**config.mk**
```make
export PLATFORM = sky130hd
export DESIGN_NAME = byte_string_escaper_core_flat
export DESIGN_NICKNAME = d
export VERILOG_FILES = /design/src/rtl/bse_pkg.sv /design/src/rtl/bse_if.sv /design/src/rtl/bse_front.sv /design/src/rtl/bse_queue.sv /design/src/rtl/bse_back.sv /design/src/rtl/byte_string_escaper_core.sv /design/src/flat_wrapper.sv
export VERILOG_INCLUDE_DIRS = /design/src /design/src/rtl
export SDC_FILE = /design/constraint.sdc
export NUM_CORES = 1
export LEC_CHECK = 0
export BUFFER_PORTS_ARGS = -buffer_cell sky130_fd_sc_hd__buf_2
export CAP_MARGIN = 20
export CORE_ASPECT_RATIO = 0.5
export CORE_UTILIZATION = 61
export CTS_CLUSTER_DIAMETER = 60
export DETAILED_ROUTE_END_ITERATION = 10
export GPL_TIMING_DRIVEN = 0
export PLACE_DENSITY_LB_ADDON = 0.08
export SLEW_MARGIN = 20
export SYNTH_ARGS = -nofsm -noshare
export SYNTH_HDL_FRONTEND = slang
export SYNTH_SLANG_ARGS = --single-unit
```
**constraint.sdc**
```tcl
create_clock -name clk_i -period 9.1 [get_ports clk_i]
set_clock_uncertainty 0.15 [all_clocks]
set_input_delay 0.455 -clock clk_i [delete_from_list [all_inputs] [get_ports clk_i]]
set_output_delay 0.455 -clock clk_i [all_outputs]
set_load 0.05 [all_outputs]
```
**src/rtl/byte_string_escaper_core_macros.svh**
```systemverilog
// Assertion macros used by the escaper top level.
`ifndef BYTE_STRING_ESCAPER_CORE_MACROS_SVH
`define BYTE_STRING_ESCAPER_CORE_MACROS_SVH
`ifndef SYNTHESIS
`define BSE_ASSERT(lbl, clk, rst_n, prop, msg) \
  lbl: assert property (@(posedge clk) disable iff (!rst_n) prop) else $error(msg);
`define BSE_ASSERT_ALWAYS(lbl, clk, prop, msg) \
  lbl: assert property (@(posedge clk) prop) else $error(msg);
`else
`define BSE_ASSERT(lbl, clk, rst_n, prop, msg)
`define BSE_ASSERT_ALWAYS(lbl, clk, prop, msg)
`endif
`endif

```
**src/rtl/bse_pkg.sv**
```systemverilog
// Package: types, constants and helpers of the byte string escaper.
package bse_pkg;

  localparam logic [6:0] ChQuote  = 7'h22;
  localparam logic [6:0] ChBslash = 7'h5C;
  localparam logic [6:0] ChX      = 7'h78;
  localparam logic [6:0] ChU      = 7'h75;
  localparam logic [6:0] ChZero   = 7'h30;
  localparam logic [6:0] ChB      = 7'h62;
  localparam logic [6:0] ChF      = 7'h66;
  localparam logic [6:0] ChN      = 7'h6E;
  localparam logic [6:0] ChR      = 7'h72;
  localparam logic [6:0] ChT      = 7'h74;
  localparam logic [7:0] PrintLo  = 8'h20;
  localparam logic [7:0] PrintEnd = 8'h7F;

  localparam logic StyleHex     = 1'b0;
  localparam logic RegEscStyle  = 1'b0;

  localparam int BodySlots = 8;
  localparam int QDepth    = 2;
  localparam int QPtrW     = $clog2(QDepth);
  localparam int QCntW     = $clog2(QDepth + 1);

  // One queued request: leading quotes, body characters, optional closing quote.
  typedef struct packed {
    logic [1:0]                pre_cnt;
    logic [2:0]                body_len;
    logic                      close;
    logic [BodySlots-1:0][6:0] body;
  } desc_t;

  typedef struct packed {
    logic full;
    logic empty;
    logic push;
    logic pop;
  } q_stat_t;

  function automatic logic [6:0] hex_upper(input logic [3:0] v);
    logic [6:0] r;
    if (v < 4'd10) r = ChZero + {3'b0, v};
    else r = 7'h41 + {3'b0, v} - 7'd10;
    return r;
  endfunction

  function automatic logic is_hex_digit(input logic [7:0] c);
    return (c >= 8'h30 && c <= 8'h39) || (c >= 8'h41 && c <= 8'h46) ||
           (c >= 8'h61 && c <= 8'h66);
  endfunction

endpackage

```
**src/rtl/bse_if.sv**
```systemverilog
// Stream interfaces for input bytes and output characters.
interface bse_in_if;
  logic       valid;
  logic       ready;
  logic [7:0] data_byte;
  logic       first_byte;
  logic       last_byte;
  modport source (output valid, output data_byte, output first_byte, output last_byte,
                  input ready);
  modport sink (input valid, input data_byte, input first_byte, input last_byte,
                output ready);
endinterface

interface bse_out_if;
  logic       valid;
  logic       ready;
  logic [6:0] out_char;
  logic       last_of_run;
  modport source (output valid, output out_char, output last_of_run, input ready);
  modport sink (input valid, input out_char, input last_of_run, output ready);
endinterface

```
**src/rtl/bse_front.sv**
```systemverilog
// Front end: accepts bytes, classifies them and builds emit requests.
module bse_front (
  input  logic           clk_i,
  input  logic           rst_ni,
  input  logic           style_i,
  input  logic           q_full_i,
  output logic           push_o,
  output bse_pkg::desc_t desc_o,
  output logic           pending_o,
  bse_in_if.sink         in_if
);

  logic       pending_q, pending_d;
  logic       is_esc, printable, hex_esc, brk, accept;
  logic [6:0] esc_ch;
  logic [7:0] b;

  assign b         = in_if.data_byte;
  assign in_if.ready = !q_full_i;
  assign accept    = in_if.valid && in_if.ready;
  assign push_o    = accept;
  assign pending_o = pending_q;

  always_comb begin
    unique case (b)
      8'h22:   esc_ch = bse_pkg::ChQuote;
      8'h5C:   esc_ch = bse_pkg::ChBslash;
      8'h08:   esc_ch = bse_pkg::ChB;
      8'h0C:   esc_ch = bse_pkg::ChF;
      8'h0A:   esc_ch = bse_pkg::ChN;
      8'h0D:   esc_ch = bse_pkg::ChR;
      8'h09:   esc_ch = bse_pkg::ChT;
      default: esc_ch = '0;
    endcase
  end

  assign is_esc    = (esc_ch != '0);
  assign printable = (b >= bse_pkg::PrintLo) && (b < bse_pkg::PrintEnd);
  assign hex_esc   = !is_esc && !printable && (style_i == bse_pkg::StyleHex);
  // break quotes only inside a string, never right after an opening quote
  assign brk       = pending_q && !in_if.first_byte && bse_pkg::is_hex_digit(b);

  always_comb begin
    desc_o         = '0;
    desc_o.pre_cnt = in_if.first_byte ? 2'd1 : (brk ? 2'd2 : 2'd0);
    desc_o.close   = in_if.last_byte;
    if (is_esc) begin
      desc_o.body[0]  = bse_pkg::ChBslash;
      desc_o.body[1]  = esc_ch;
      desc_o.body_len = 3'd2;
    end else if (printable) begin
      desc_o.body[0]  = b[6:0];
      desc_o.body_len = 3'd1;
    end else if (style_i == bse_pkg::StyleHex) begin
      desc_o.body[0]  = bse_pkg::ChBslash;
      desc_o.body[1]  = bse_pkg::ChX;
      desc_o.body[2]  = bse_pkg::hex_upper(b[7:4]);
      desc_o.body[3]  = bse_pkg::hex_upper(b[3:0]);
      desc_o.body_len = 3'd4;
    end else begin
      desc_o.body[0]  = bse_pkg::ChBslash;
      desc_o.body[1]  = bse_pkg::ChU;
      desc_o.body[2]  = bse_pkg::ChZero;
      desc_o.body[3]  = bse_pkg::ChZero;
      desc_o.body[4]  = bse_pkg::hex_upper(b[7:4]);
      desc_o.body[5]  = bse_pkg::hex_upper(b[3:0]);
      desc_o.body_len = 3'd6;
    end
  end

  always_comb begin
    pending_d = pending_q;
    if (accept) pending_d = !in_if.last_byte && hex_esc;
  end

  always_ff @(posedge clk_i or negedge rst_ni) begin
    if (!rst_ni) begin
      pending_q <= 1'b0;
    end else begin
      pending_q <= pending_d;
    end
  end

endmodule

```
**src/rtl/bse_queue.sv**
```systemverilog
// Short request queue between front and back end.
module bse_queue (
  input  logic           clk_i,
  input  logic           rst_ni,
  input  logic           push_i,
  input  bse_pkg::desc_t desc_i,
  input  logic           pop_i,
  output bse_pkg::desc_t head_o,
  output logic           full_o,
  output logic           empty_o
);

  bse_pkg::desc_t                 mem_q [bse_pkg::QDepth];
  logic [bse_pkg::QPtrW-1:0]      wr_ptr_q, wr_ptr_d, rd_ptr_q, rd_ptr_d;
  logic [bse_pkg::QCntW-1:0]      cnt_q, cnt_d;

  assign full_o  = (cnt_q == bse_pkg::QCntW'(bse_pkg::QDepth));
  assign empty_o = (cnt_q == '0);
  assign head_o  = mem_q[rd_ptr_q];

  always_comb begin
    wr_ptr_d = wr_ptr_q;
    rd_ptr_d = rd_ptr_q;
    cnt_d    = cnt_q;
    if (push_i) wr_ptr_d = wr_ptr_q + 1'b1;
    if (pop_i)  rd_ptr_d = rd_ptr_q + 1'b1;
    if (push_i && !pop_i) cnt_d = cnt_q + 1'b1;
    else if (!push_i && pop_i) cnt_d = cnt_q - 1'b1;
  end

  always_ff @(posedge clk_i or negedge rst_ni) begin
    if (!rst_ni) begin
      wr_ptr_q <= '0;
      rd_ptr_q <= '0;
      cnt_q    <= '0;
    end else begin
      wr_ptr_q <= wr_ptr_d;
      rd_ptr_q <= rd_ptr_d;
      cnt_q    <= cnt_d;
    end
  end

  always_ff @(posedge clk_i) begin
    if (push_i) mem_q[wr_ptr_q] <= desc_i;
  end

endmodule

```
**src/rtl/bse_back.sv**
```systemverilog
// Back end: walks each request and emits one character per cycle while out_if.ready is high.
module bse_back (
  input  logic           clk_i,
  input  logic           rst_ni,
  input  bse_pkg::desc_t head_i,
  input  logic           empty_i,
  output logic           pop_o,
  bse_out_if.source      out_if
);

  logic [2:0] idx_q, idx_d, bi;
  logic [3:0] idx4, pb, n;
  logic [6:0] ch;
  logic       is_last, advance, load;
  logic       valid_q, valid_d, last_q;
  logic [6:0] char_q;

  assign idx4    = {1'b0, idx_q};
  assign pb      = {2'b0, head_i.pre_cnt} + {1'b0, head_i.body_len};
  assign n       = pb + {3'b0, head_i.close};
  assign bi      = idx_q - {1'b0, head_i.pre_cnt};
  assign is_last = (idx4 == n - 4'd1);

  always_comb begin
    if (idx4 < {2'b0, head_i.pre_cnt}) ch = bse_pkg::ChQuote;
    else if (idx4 < pb) ch = head_i.body[bi];
    else ch = bse_pkg::ChQuote;
  end

  // output register moves whenever empty or being taken
  assign advance = !valid_q || out_if.ready;
  assign load    = advance && !empty_i;
  assign pop_o   = load && is_last;

  always_comb begin
    valid_d = valid_q;
    idx_d   = idx_q;
    if (advance) valid_d = !empty_i;
    if (load) idx_d = is_last ? 3'd0 : idx_q + 3'd1;
  end

  always_ff @(posedge clk_i or negedge rst_ni) begin
    if (!rst_ni) begin
      valid_q <= 1'b0;
      idx_q   <= '0;
    end else begin
      valid_q <= valid_d;
      idx_q   <= idx_d;
    end
  end

  always_ff @(posedge clk_i) begin
    if (load) begin
      char_q <= ch;
      last_q <= is_last;
    end
  end

  assign out_if.valid       = valid_q;
  assign out_if.out_char    = char_q;
  assign out_if.last_of_run = last_q;

endmodule

```
**src/rtl/byte_string_escaper_core.sv**
```systemverilog
// Top level: byte string escaper with APB style register and stream channels.
// The first character of a byte passes through a queue entry and then the output register.
// A byte yields 1..8 characters, emitted one per cycle while out_if.ready is high;
//   printable bytes inside a string thus flow at one per cycle.
// A two-entry request queue lets the front accept while the back end emits.
// Reset (rst_ni low, asynchronous): queue empty, no output valid, style hex, pending clear.
`include "byte_string_escaper_core_macros.svh"
module byte_string_escaper_core (
  input  logic        clk_i,
  input  logic        rst_ni,
  bse_in_if.sink      in_if,
  bse_out_if.source   out_if,
  input  logic        psel,
  input  logic        penable,
  input  logic        pwrite,
  input  logic [2:0]  paddr,
  input  logic [31:0] pwdata,
  output logic [31:0] prdata,
  output logic        pready
);

  logic             style_q;
  logic             cfg_wr, pending;
  bse_pkg::desc_t   desc, head;
  bse_pkg::q_stat_t q_stat;

  assign pready = 1'b1;
  assign cfg_wr = psel && penable && pwrite && pready;
  assign prdata = (paddr[2] == bse_pkg::RegEscStyle) ? {31'b0, style_q} : '0;

  always_ff @(posedge clk_i or negedge rst_ni) begin
    if (!rst_ni) begin
      style_q <= bse_pkg::StyleHex;
    end else if (cfg_wr && paddr[2] == bse_pkg::RegEscStyle) begin
      style_q <= pwdata[0];
    end
  end

  bse_front u_front (
    .clk_i     (clk_i),
    .rst_ni    (rst_ni),
    .style_i   (style_q),
    .q_full_i  (q_stat.full),
    .push_o    (q_stat.push),
    .desc_o    (desc),
    .pending_o (pending),
    .in_if     (in_if)
  );

  bse_queue u_queue (
    .clk_i   (clk_i),
    .rst_ni  (rst_ni),
    .push_i  (q_stat.push),
    .desc_i  (desc),
    .pop_i   (q_stat.pop),
    .head_o  (head),
    .full_o  (q_stat.full),
    .empty_o (q_stat.empty)
  );

  bse_back u_back (
    .clk_i   (clk_i),
    .rst_ni  (rst_ni),
    .head_i  (head),
    .empty_i (q_stat.empty),
    .pop_o   (q_stat.pop),
    .out_if  (out_if)
  );

  `BSE_ASSERT(a_no_overflow, clk_i, rst_ni, q_stat.push |-> !q_stat.full, "queue overflow")
  `BSE_ASSERT(a_pop_marks_last, clk_i, rst_ni, q_stat.pop |=> (out_if.valid && out_if.last_of_run), "pop without last character")
  `BSE_ASSERT(a_last_clears_pending, clk_i, rst_ni, (q_stat.push && in_if.last_byte) |=> !pending, "pending flag survives string end")
  `BSE_ASSERT_ALWAYS(a_reset_idle, clk_i, !rst_ni |=> !out_if.valid, "output valid after reset")

endmodule
```
**src/flat_wrapper.sv**
```systemverilog
// flat-port wrapper written by rule: the top's interface ports become plain ports
module byte_string_escaper_core_flat 
  (clk_i, rst_ni, psel, penable, pwrite, paddr, pwdata, prdata, pready, in_if_valid, in_if_data_byte, in_if_first_byte, in_if_last_byte, in_if_ready, out_if_valid, out_if_out_char, out_if_last_of_run, out_if_ready);
  bse_in_if in_if_i ();
  bse_out_if out_if_i ();
  input  logic clk_i;
  input  logic rst_ni;
  input  logic psel;
  input  logic penable;
  input  logic pwrite;
  input  logic [2:0] paddr;
  input  logic [31:0] pwdata;
  output logic [31:0] prdata;
  output logic pready;
  input wire logic [$bits(in_if_i.valid)-1:0] in_if_valid;
  input wire logic [$bits(in_if_i.data_byte)-1:0] in_if_data_byte;
  input wire logic [$bits(in_if_i.first_byte)-1:0] in_if_first_byte;
  input wire logic [$bits(in_if_i.last_byte)-1:0] in_if_last_byte;
  output wire logic [$bits(in_if_i.ready)-1:0] in_if_ready;
  output wire logic [$bits(out_if_i.valid)-1:0] out_if_valid;
  output wire logic [$bits(out_if_i.out_char)-1:0] out_if_out_char;
  output wire logic [$bits(out_if_i.last_of_run)-1:0] out_if_last_of_run;
  input wire logic [$bits(out_if_i.ready)-1:0] out_if_ready;
  assign in_if_i.valid = in_if_valid;
  assign in_if_i.data_byte = in_if_data_byte;
  assign in_if_i.first_byte = in_if_first_byte;
  assign in_if_i.last_byte = in_if_last_byte;
  assign in_if_ready = in_if_i.ready;
  assign out_if_valid = out_if_i.valid;
  assign out_if_out_char = out_if_i.out_char;
  assign out_if_last_of_run = out_if_i.last_of_run;
  assign out_if_i.ready = out_if_ready;
  byte_string_escaper_core u_core (.clk_i(clk_i), .rst_ni(rst_ni), .in_if(in_if_i), .out_if(out_if_i), .psel(psel), .penable(penable), .pwrite(pwrite), .paddr(paddr), .pwdata(pwdata), .prdata(prdata), .pready(pready));
endmodule
```
==> impl_metrics.csv, run 1 <==
group,metric,value,unit
placement,dp_hpwl,8.59,mm
detailed_routing,drt_wl_total,13.1,mm
worst_setup_path,worstReg2RegStart,"u_core.u_queue.rd_ptr_q",
timing,fin_ws,4590,ps
yosys,synthFlopType,"edfxtp_1",
worst_setup_path,endpoint_kind,"flip-flop",
floorplan,fp.dieArea,0.00989,mm²
yosys,synth_cell_types,59,
yosys,yosysWarnings,0,
floorplan,start_util,64.5,%
detailed_routing,firstDrtPassIters,5,
worst_setup_path,crit_fanout,10,
timing,slew_violations,0,
power_and_ir_drop,p_switching,0.955,mW
cells_and_area,drive_gt1_share,27.0,%
cts,cts_buffers,17,
timing,finalHoldViolations,0,
timing,setup_violations,0,
floorplan,die_width,140,µm
cts,cts_root_buf,"clkbuf_16",
cells_and_area,post-route-cell-area,0.00693,mm²
power_and_ir_drop,peakVddDrop,0.174,mV
cts,clock_path_buffers,2,
power_and_ir_drop,p_per_area,382,mW/mm²
floorplan,ios,95,
yosys,syn_inst,424,
detailed_routing,wl_per_cell,20.6,µm
cells_and_area,final_common_cell,"edfxtp_1",
flow_run,drv_cap,0,
cells_and_area,n_antenna_cell,0,
power_and_ir_drop,power.total,2.65,mW
min_path,whs_endpoint,"u_core.u_back.out_if.valid",
cts,cts_tree,"built",
yosys,synth-seq-cells,114,
floorplan,fp-row-count,24,
cts,postCtsSetupRepairBufs,0,
yosys,mappedNetlistArea,0.00578,mm²
worst_setup_path,cp.arrival,4690,ps
power_and_ir_drop,pwr-share-seq,30.8,%
floorplan,die_y,70.8,µm
cts,cts_hold_buf,1,
power_and_ir_drop,switching_share,36.0,%
detailed_routing,postRouteAntennaNets,0,
worst_setup_path,crit_path_start_kind,"flip-flop",
grt,grt_pass1_vias,3683,
grt,grt_max_degree,49,
timing,maxSlewHeadroom,45.9,%
worst_setup_path,r2r_cells,17,
detailed_routing,first_iter_violations,327,
worst_setup_path,timing.rr.end,"u_core.u_queue.cnt_q[1]",
power_and_ir_drop,p_int,1.69,mW
worst_setup_path,r2r_slack,4590,ps
cts,cts_resized,0,
cts,cts.sinks,114,
placement,dpl.cell_count,602,
yosys,ys_seq_area_share,58.4,%
cells_and_area,syn2layout_area_growth,20.0,%
min_path,hp-class,"input pin to flip-flop",
detailed_routing,route.detailed.drc,0,
floorplan,core,0.00895,mm²
power_and_ir_drop,leakage,2.78,nW
cells_and_area,final_cell_mix,"edfxtp_1 (104), buf_4 (37), nor2_1 (36)",
timing,fin_crit_sh,49.6,%
detailed_routing,viasPerCell,5.99,
grt,overflow,0,
yosys,async_flop_share,8.77,%
cells_and_area,nets,579,
cells_and_area,instances_no_fill,635,
worst_setup_path,path_class,"flip-flop to flip-flop",
yosys,syn_avg_cell_area,13.6,µm²
timing,max_slew.worst_pin.slew,803,ps
timing,layout_min_cycle_time,4510,ps
grt,grtUsageTotal,28.5,%
timing,tns,0,ps
grt,antenna_found_initial,0,
power_and_ir_drop,power.share.clock,28.3,%
yosys,synth-edff-count,104,
placement,gp_congestion,0.889,
timing,fmax,0.222,GHz
timing,rsz0062_at_grt,"false",
min_path,hold_depth,2,
placement,port_buffers,29,
cts,htree_levels,4,
power_and_ir_drop,power_frac_comb,40.9,%
cts,clk_pin_slew,50,ps
cts,clk_latency,410,ps
grt,grt_pass1_wl,20.1,mm
detailed_routing,vias,3804,
worst_setup_path,required,9280,ps
placement,place_ws,4640,ps
min_path,hp-start,"out_if_ready",
placement,placed_area,0.00625,mm²
outcome,outcome,"complete, no violations",
==> power groups by stage <==
| stage | registers (mW) | clock network (mW) | logic [mW] |
|---|---|---|---|
| final | 0.817 | 0.749 | 1.08 |
| after global routing | 0.829 | 0.774 | 1.16 |
| after floorplan | 0.881 | 0 | 0.719 |
| after CTS | 0.817 | 0.752 | 1.08 |
| after detailed placement | 0.822 | 0 | 1.05 |
| after global placement | 0.824 | 0 | 0.998 |
==> through the flow <==
stage          util, %  hold slack [ps]
2_1_floorplan        -             9.41
3_3_place_gp      69.1              183
3_5_place_dp      69.9              185
4_1_cts           77.4             90.6
5_1_grt           77.4             94.2
6_report          77.4             93.9
==> critical path, stage by stage, from the launching register on <==
cell	delay [ps]
dfrtp_1	340
buf_6	150
buf_2	350
buf_4	300
mux2_2	400
ha_1	230
fa_1	530
inv_1	80
ha_1	200
xnor2_1	270
o221ai_1	180
mux2_4	310
a21oi_4	220
inv_1	80
ha_1	210
xor2_1	150
nor2_1	120
xor2_1	150
==> cells in the mapped netlist (all sizes together), types with 2 or more instances <==
| cell | number | area [µm²] |
|---|---|---|
| edfxtp | 104 | 3120 |
| buf | 42 | 314 |
| nor2 | 37 | 139 |
| ha | 20 | 250 |
| o21ai | 19 | 95.1 |
| nand2 | 18 | 70.1 |
| mux4 | 17 | 383 |
| inv | 15 | 56.3 |
| nand3 | 14 | 70.1 |
| mux2i | 13 | 143 |
| a21oi | 10 | 61.3 |
| dfrtp | 10 | 250 |
| mux2 | 9 | 105 |
| nor2b | 8 | 50.1 |
| nor3 | 8 | 45.0 |
| clkbuf | 7 | 26.3 |
| xnor2 | 7 | 61.3 |
| and2 | 6 | 37.5 |
| and3 | 6 | 37.5 |
| nand2b | 6 | 40.0 |
| nand4 | 5 | 37.5 |
| xor2 | 5 | 51.3 |
| a21boi | 4 | 30.0 |
| a21o | 3 | 22.5 |
| a221o | 3 | 30.0 |
| o21a | 3 | 22.5 |
| or3 | 3 | 18.8 |
| a22oi | 2 | 15.0 |
| conb | 2 | 7.51 |
| fa | 2 | 40.0 |
| o31ai | 2 | 15.0 |
==> flip-flops by register name (all words and copies together), names as in the netlist <==
name	flops
u_core.u_queue.wr_ptr_q	1
u_core.u_queue.rd_ptr_q	1
u_core.u_queue.cnt_q	2
u_core.u_back.idx_q	3
u_core.style_q	1
u_core.u_back.out_if.out_char	7
u_core.u_front.pending_o	1
u_core.u_back.out_if.valid	1
u_core.u_back.out_if.last_of_run	1
u_core.u_queue.mem_q	96
==> worst max-delay path by stage <==
stage	start	end	slack, ps
final	u_core.u_queue.rd_ptr_q	u_core.u_queue.cnt_q[1]	4590
after global routing	u_core.u_queue.rd_ptr_q	u_core.u_queue.cnt_q[1]	4240
after CTS	u_core.u_queue.rd_ptr_q	u_core.u_queue.cnt_q[1]	4560
after detailed placement	u_core.u_queue.rd_ptr_q	u_core.u_queue.cnt_q[1]	4640
after global placement	u_core.u_queue.cnt_q[0]	u_core.u_queue.mem_q[0][30]	4640
after floorplan	u_core.u_queue.rd_ptr_q	u_core.u_queue.cnt_q[1]	5170
==> layer usage <==
layer  wire, µm  track usage, %
met1       5480            38.6
met2       6100            46.1
met3       1340            6.77
met4        170            9.89
met5          0               0
==> layout make-up <==
type | count | area [µm²]
buffer | 49 | 340
clock buffer | 19 | 433
clock inverter | 13 | 234
fill | 523 | 2020
inverter | 15 | 56.3
multi-input combinational | 276 | 2130
sequential | 114 | 3370
tap | 117 | 146
timing repair buffer | 32 | 210
==> kinds of logic after synthesis <==
family / after synthesis / share of synthesized area [%]
and+or+nand+nor: 115 / 10.2
DFF: 114 / 58.4
buffers and inverters: 64 / 6.87
AOI/OAI and AO/OA: 56 / 6.54
muxes: 39 / 10.9
adders and majority gates: 22 / 5.03
xor gates and xnor gates: 12 / 1.95
other: 2 / 0.130
No activity file was read; power rests on OpenSTA's default activity.
==> run 2: changes to the inputs <==
Settings changed: CORE_UTILIZATION 61 to 57.
Clock period 9.1 ns to 4.65 ns, I/O delays scaled along.
==> run 2 against run 1 <==
Effect of this change:
- cell count increased by 3.1%
- count of clock-buffer cells in the layout decreased by 2
- power is 87% higher
- first-iteration DRC count decreased by 3.7%
- combinational power increased by 91%
==> impl_metrics.csv, run 2 (synthesized netlist as in run 1, its figures left out) <==
group,metric,value,unit
cells_and_area,regMostFlops,"u_core.u_queue.mem_q",
cts,cts_root_buf,"clkbuf_16",
power_and_ir_drop,power.total,4.95,mW
placement,port_buffers,29,
cts,cts.sinks,114,
grt,grtUsageTotal,25.6,%
placement,dp_hpwl,8.25,mm
cells_and_area,n_antenna_cell,0,
worst_setup_path,crit_fanout,14,
worst_setup_path,cp.arrival,4380,ps
cells_and_area,syn2layout_area_growth,19.1,%
detailed_routing,firstDrtPassIters,5,
grt,overflow,0,
floorplan,start_util,59.9,%
power_and_ir_drop,leakage,2.74,nW
power_and_ir_drop,p_per_area,719,mW/mm²
timing,maxSlewHeadroom,48.0,%
cts,clk_pin_slew,50,ps
flow_run,drv_cap,0,
worst_setup_path,path_class,"flip-flop to flip-flop",
floorplan,core,0.00963,mm²
timing,layout_min_cycle_time,4200,ps
worst_setup_path,crit_path_start_kind,"flip-flop",
cells_and_area,final_common_cell,"edfxtp_1",
worst_setup_path,path_delay_family,"adder cells",
grt,grt_pass1_vias,3592,
timing,slew_violations,0,
cells_and_area,largest_reg_flops,96,
timing,fmax,0.238,GHz
floorplan,fp-row-count,25,
timing,setup_violations,0,
cells_and_area,final_cell_mix,"edfxtp_1 (104), buf_4 (37), nor2_1 (36)",
timing,fin_crit_sh,90.2,%
power_and_ir_drop,peakVddDrop,0.304,mV
worst_setup_path,worst_path_largest_cell_delay,530,ps
detailed_routing,wl_per_cell,18.5,µm
floorplan,die_y,73.2,µm
cts,htree_levels,4,
detailed_routing,first_iter_violations,315,
worst_setup_path,worst-path-buf-inv,4,
timing,rsz0062_at_grt,"false",
floorplan,fp.dieArea,0.0106,mm²
detailed_routing,vias,3686,
timing,max_slew.worst_pin.slew,778,ps
worst_setup_path,crit_path_top_delay_cell,"fa_1",
grt,grt_pass1_wl,18.9,mm
cts,cts_tree,"built",
grt,grt_max_degree,49,
cts,cts_buffers,17,
cts,clk_latency,410,ps
timing,tns,0,ps
timing,finalHoldViolations,0,
detailed_routing,drt_wl_total,12.1,mm
min_path,hp-class,"input pin to flip-flop",
detailed_routing,route.detailed.drc,0,
cells_and_area,nets,581,
grt,antenna_found_initial,0,
worst_setup_path,path_common_cell,"ha_1",
floorplan,ios,95,
worst_setup_path,endpoint_kind,"flip-flop",
cts,postCtsSetupRepairBufs,0,
timing,hold_slack,38.8,ps
cts,clock_path_buffers,2,
cells_and_area,drive_gt1_share,26.9,%
cells_and_area,fillCellCount,673,
floorplan,die_width,144,µm
outcome,outcome,"complete, no violations",
detailed_routing,viasPerCell,5.63,
placement,place_ws,210,ps
timing,fin_ws,455,ps
worst_setup_path,cp_cell_sequence,"buf_6 > buf_4 > mux2_2 > ha_1 > fa_1 > inv_1 > ha_1 > xnor2_1 > o221ai_1 > mux2_4 > a21oi_4 > inv_1 > ha_1 > nor2_1 > xor2_1",
detailed_routing,postRouteAntennaNets,0,
placement,gp_congestion,0.940,
worst_setup_path,required,4830,ps
==> run 2: path summary, 6_finish.rpt <==
kind | start | to | slack [ps] | cells after the start
max reg2reg | u_core.u_queue.rd_ptr_q | u_core.u_queue.cnt_q[1] | 450 | 15
max | u_core.u_queue.rd_ptr_q | u_core.u_queue.cnt_q[1] | 450 | 15
min reg2reg | u_core.u_front.pending_o | u_core.u_front.pending_o | 340 | 2
min in group asynchronous | rst_ni | u_core.u_front.pending_o | 80 | 2
max in group asynchronous | rst_ni | u_core.u_back.idx_q[0] | 4080 | 2
min | penable | u_core.style_q | 40 | 3
==> run 2: tightest hold or removal path, delay by kind of cell <==
kind / cells / cell delay (ps)
buffers and inverters: 1 / 90
muxes: 1 / 150
and+or+nand+nor: 1 / 90
==> run 2: final cells by class <==
| class | count | area, µm² | share of cell area, % |
|---|---|---|---|
| well taps | 135 | 169 | 2.45 |
| clock buffers | 17 | 425 | 6.18 |
| multi-input cells | 276 | 2140 | 31.1 |
| flip-flops and latches | 114 | 3370 | 49.0 |
| repair buffers | 35 | 215 | 3.13 |
| plain buffers | 48 | 335 | 4.87 |
| inverters | 15 | 56.3 | 0.818 |
| clock inverters | 15 | 168 | 2.44 |
==> run 2: timing repair <==
action | in CTS | in global routing
endpoints found under the hold margin | 17 | 0
hold buffers | 5 | 0
resized for setup | 0 | 1
endpoints found under the setup margin | 0 | 1
==> run 2: power breakdown <==
group          internal [mW]  switching (mW)
logic                  0.801            1.26
clock network          0.835           0.464
registers               1.49           0.101
==> run 2: metal layers <==
| metal | vias up | wire length, µm | global-route usage [%] |
|---|---|---|---|
| met2 | 195 | 5380 | 38.0 |
| met3 | 13 | 1080 | 8.60 |
| met5 | - | 0 | 0 |
| li1 | 1688 | - | - |
| met1 | 1790 | 5540 | 36.0 |
| met4 | 0 | 111 | 7.25 |
==> run 2: metrics by stage <==
step	util [%]	instances	cell area [µm²]
6_report	71.4	655	6880
5_1_grt	71.4	655	6880
4_1_cts	71.4	656	6880
3_5_place_dp	64.8	619	6240
3_3_place_gp	64.4	618	6200
2_1_floorplan	-	454	5890
